<file path="src/rtl/core/lzss_pkg.sv">
// shared constants and controller/datapath interface types for the lzss window decompressor
package lzss_pkg;

    // history window geometry, fixed by the 11-bit distance field of a token
    localparam int WIN_AW    = 11;
    localparam int WIN_DEPTH = 2048;

    // match length field and copy buffer depth
    localparam int LEN_W   = 5;
    localparam int RUN_MAX = 32;
    localparam int RUN_CW  = LEN_W + 1;

    // data byte and output counter
    localparam int BYTE_W = 8;
    localparam int CNT_W  = 16;
    localparam logic [CNT_W-1:0] CNT_MAX = '1;

    // flag mask value loaded with a new flag byte
    localparam logic [BYTE_W-1:0] FLAG_FIRST = 8'h80;

    // commands from the controller to the datapath
    typedef struct packed {
        logic clear_en;
        logic accept;
        logic read_en;
        logic write_en;
    } cmd_t;

    // status from the datapath to the controller
    typedef struct packed {
        logic clear_last;
        logic awaiting;
        logic read_last;
        logic write_last;
        logic out_free;
    } sts_t;

endpackage

</file>
<file path="src/rtl/core/lzss_ctrl.sv">
// sequencing state machine: clear pass, item accept, match read and match write phases
module lzss_ctrl (
    input  logic           clk,
    input  logic           rst_n,
    input  logic           in_valid,
    output logic           in_stall,
    output lzss_pkg::cmd_t cmd,
    input  lzss_pkg::sts_t sts
);

    typedef enum logic [1:0] {
        ST_CLEAR,
        ST_IDLE,
        ST_READ,
        ST_WRITE
    } state_t;

    state_t state_reg;
    state_t state_next;
    logic   idle_free;

    // commands decoded from the current state
    assign idle_free    = (state_reg == ST_IDLE) && sts.out_free;
    assign in_stall     = !idle_free;
    assign cmd.clear_en = (state_reg == ST_CLEAR);
    assign cmd.accept   = idle_free && in_valid;
    assign cmd.read_en  = (state_reg == ST_READ);
    assign cmd.write_en = (state_reg == ST_WRITE) && sts.out_free;

    // next state
    always_comb
    begin
        state_next = state_reg;
        case (state_reg)
            ST_CLEAR:
            begin
                if (sts.clear_last)
                begin
                    state_next = ST_IDLE;
                end
            end
            ST_IDLE:
            begin
                if (cmd.accept && sts.awaiting)
                begin
                    state_next = ST_READ;
                end
            end
            ST_READ:
            begin
                if (sts.read_last)
                begin
                    state_next = ST_WRITE;
                end
            end
            ST_WRITE:
            begin
                if (cmd.write_en && sts.write_last)
                begin
                    state_next = ST_IDLE;
                end
            end
            default:
            begin
                state_next = ST_CLEAR;
            end
        endcase
    end

    // state register
    always_ff @(posedge clk or negedge rst_n)
    begin
        if (!rst_n)
        begin
            state_reg <= ST_CLEAR;
        end
        else
        begin
            state_reg <= state_next;
        end
    end

endmodule

</file>
<file path="config.mk">
export PLATFORM = sky130hd
export DESIGN_NAME = lzss_ctrl
export DESIGN_NICKNAME = d
export VERILOG_FILES = /design/src/rtl/core/lzss_pkg.sv /design/src/rtl/core/lzss_ctrl.sv
export SDC_FILE = /design/constraint.sdc
export NUM_CORES = 1
export LEC_CHECK = 0
export ABC_AREA = 1
export BUFFER_PORTS_ARGS = -buffer_cell sky130_fd_sc_hd__buf_2
export CAP_MARGIN = 20
export CORE_AREA = 2 2 39 41
export CTS_CLUSTER_DIAMETER = 100
export DETAILED_ROUTE_END_ITERATION = 12
export DIE_AREA = 0 0 41 43
export REMOVE_ABC_BUFFERS = 1
export SYNTH_ARGS = -nofsm -noshare
export SYNTH_HDL_FRONTEND = slang
export SYNTH_SLANG_ARGS = --single-unit
</file>
<file path="constraint.sdc">
create_clock -name clk -period 3.5 [get_ports clk]
set_clock_uncertainty 0.15 [all_clocks]
set_input_delay 0.525 -clock clk [delete_from_list [all_inputs] [get_ports clk]]
set_output_delay 0.525 -clock clk [all_outputs]
set_load 0.005 [all_outputs]
</file>
==> impl_metrics.yaml <==
critical_path:
  r2r_cells: 8
  cp_max_fo: 4
  crit_end: "cmd[2]"
  r2r_start: "state_reg[0]$_DFFE_PN0P_"
  startpoint_type: "register"
  reg2reg_to: "state_reg[0]$_DFFE_PN0P_"
  startpoint: "state_reg[1]$_DFFE_PN0P_"
  worstPathRequired_ps: 2820
  crit_type: "register to output port"
  r2r_slack_ps: 2120
  crit_arrival_ps: 1170
  cp-end-kind: "output port"
timing:
  tns_ps: 0
  slew_viol_final: 0
  setup_viol: 0
  hold_violations: 0
  rsz0062_at_grt: "false"
  fin_crit_ps: 1845
  relSlewSlack: 0.9106
  max_freq_mhz: 542.0
  tightest_slew_ps: 134.0
  min_period_over_period: 0.5272
clocking:
  clk_pin_slew_ps: 30
  cts_resized: 0
  cts_sinks: 2
  cts_buffers: 3
  cts_tree: "yes"
  h-tree-depth: 1
  cts-root-buf: "clkbuf_4"
  clockBufferDepth: 2
  worstSkewPairLatency_ps: 220
routing:
  wl_per_cell_um: 6.794
  drt_iter0_markers: 4
  ant_nets: 0
  num_vias: 232
  drc: 0
  wl_um: 428
  dr.pass1.iters: 2
  via_per_inst: 3.683
finish:
  register_area_um2: 50.05
  diodes: 0
  final_cell_area_um2: 317.8
  layout_common_cells: "nand2_1 (12), buf_2 (12), inv_1 (8), ha_1 (4), clkbuf_4 (3)"
  multi_input_area_um2: 125.1
  drive_gt1_frac: 0.3617
  largest_register_ffs: 2
  finalNetCount: 61
  areaGrowthSynthToFinish_pct: 54.88
  nFillCells: 161
power:
  ir_drop_mv: 0.1555
  netSwitchingPower_w: 0.00009753
  p_clk_frac: 0.219
  p_leak_nw: 0.2078
  pwr_density_cell_nw_per_um2: 719.8
  p_int_w: 0.0001312
  seq_power_share: 0.208
  combPwrFrac: 0.574
  swShare: 0.4264
min_path:
  min_path_type: "register to register"
logic_synthesis:
  synthCells: 31
  synth_seq_cells: 2
  seq_area_frac_synth: 0.2439
  ys_warn_count: 0
  synth.avg_cell_area_um2: 6.619
  synthesis.area_um2: 205.2
  yosysUniqueCellTypes: 9
die:
  num_io_pins: 13
  die_w_um: 41
  initial_core_util: 0.1483
  die_area_um2: 1763
  core_area_um2: 1384
  row_count: 14
  die_h_um: 43
global_route:
  grt_pass1_vias: 196
  grt_max_degree: 5
  antenna_found_initial: 0
  grt_pass1_wl_um: 600
  grt_overflow_total: 0
  grt_util_all_layers: 0.05924
placed_design:
  io_buffers: 12
  dp_hpwl_um: 367.6
  place_area_um2: 285.3
  gp_congestion: 0.6728
flow_run:
  drv_cap: 0
outcome:
  status: "finished clean"
-- per-layer routing --
metal,GRT usage,vias to the layer above,part of all wire
met5,0,-,0
met4,0.08000,0,0.012
met3,0.04712,2,0.077
met2,0.09063,7,0.51
met1,0.02894,98,0.39
li1,-,125,-
-- timing repair --
| item | CTS | global route |
|---|---|---|
| hold buffers | 1 | 0 |
| setup buffers | 0 | 0 |
| endpoints found under the hold margin | 2 | 0 |
-- synthesized netlist by cell type --
| cell type | n | area, µm² |
|---|---|---|
| a21oi_2 | 1 | 8.760 |
| nor2_2 | 1 | 6.260 |
| nand4_1 | 1 | 6.260 |
| inv_1 | 8 | 30.03 |
| nand3_1 | 1 | 5.000 |
| ha_1 | 4 | 50.05 |
| nand2_1 | 12 | 45.04 |
| dfrtp_1 | 2 | 50.05 |
| nor2_1 | 1 | 3.750 |
-- how the worst min path moves through the flow --
stage	from	endpoint	slack [ps]	cells past startpoint
after floorplan	rst_n	state_reg[0]$_DFFE_PN0P_	80	0
after global placement	rst_n	state_reg[0]$_DFFE_PN0P_	160	1
after detailed placement	rst_n	state_reg[1]$_DFFE_PN0P_	160	1
after CTS	state_reg[1]$_DFFE_PN0P_	state_reg[1]$_DFFE_PN0P_	380	2
after global routing	state_reg[1]$_DFFE_PN0P_	state_reg[1]$_DFFE_PN0P_	400	2
final	state_reg[1]$_DFFE_PN0P_	state_reg[1]$_DFFE_PN0P_	370	2
-- stage by stage --
stage               cells  total power (W)    util  setup WS (ps)  hold slack, ps
finish                 63        0.0002287  0.2297           1655           368.5
global route           63        0.0002563  0.2297           1580           399.1
CTS                    63        0.0002367  0.2297           1632           380.1
detailed placement     59        0.0001812  0.2061           1882           162.5
global placement       59        0.0001790  0.2061           1904           161.7
floorplan              31        0.0001414       -           1983           79.41
-- worst max-delay path: stages, from the launching register on --
cell,delay [ps]
dfrtp_1,390
inv_1,90
ha_1,200
nand2_1,80
nor2_1,80
buf_2,110
-- power groups by stage --
stage          Sequential, W  Combinational (W)   Clock, W
5_1_grt            0.0000495           0.000152  0.0000545
6_report           0.0000475           0.000131  0.0000500
3_5_place_dp       0.0000481           0.000133          0
3_3_place_gp       0.0000480           0.000131          0
2_1_floorplan      0.0000460          0.0000954          0
4_1_cts            0.0000480           0.000135  0.0000539
-- cell families (layout without fill, tap and decap cells) --
logic type	count (synthesis)	in the layout	synth area share
buffers and inverters	8	24	0.1463
and+or+nand+nor	16	16	0.3232
DFF	2	2	0.2439
adders and majority gates	4	4	0.2439
AOI/OAI and AO/OA	1	1	0.04269
-- layout make-up --
cell class | count | area share
flip-flops and latches | 2 | 0.1575
clock buffers | 3 | 0.07087
multi-input cells | 21 | 0.3937
repair buffers | 13 | 0.2205
well taps | 16 | 0.06299
inverters | 8 | 0.09449
(Power assumes the default switching activity.)
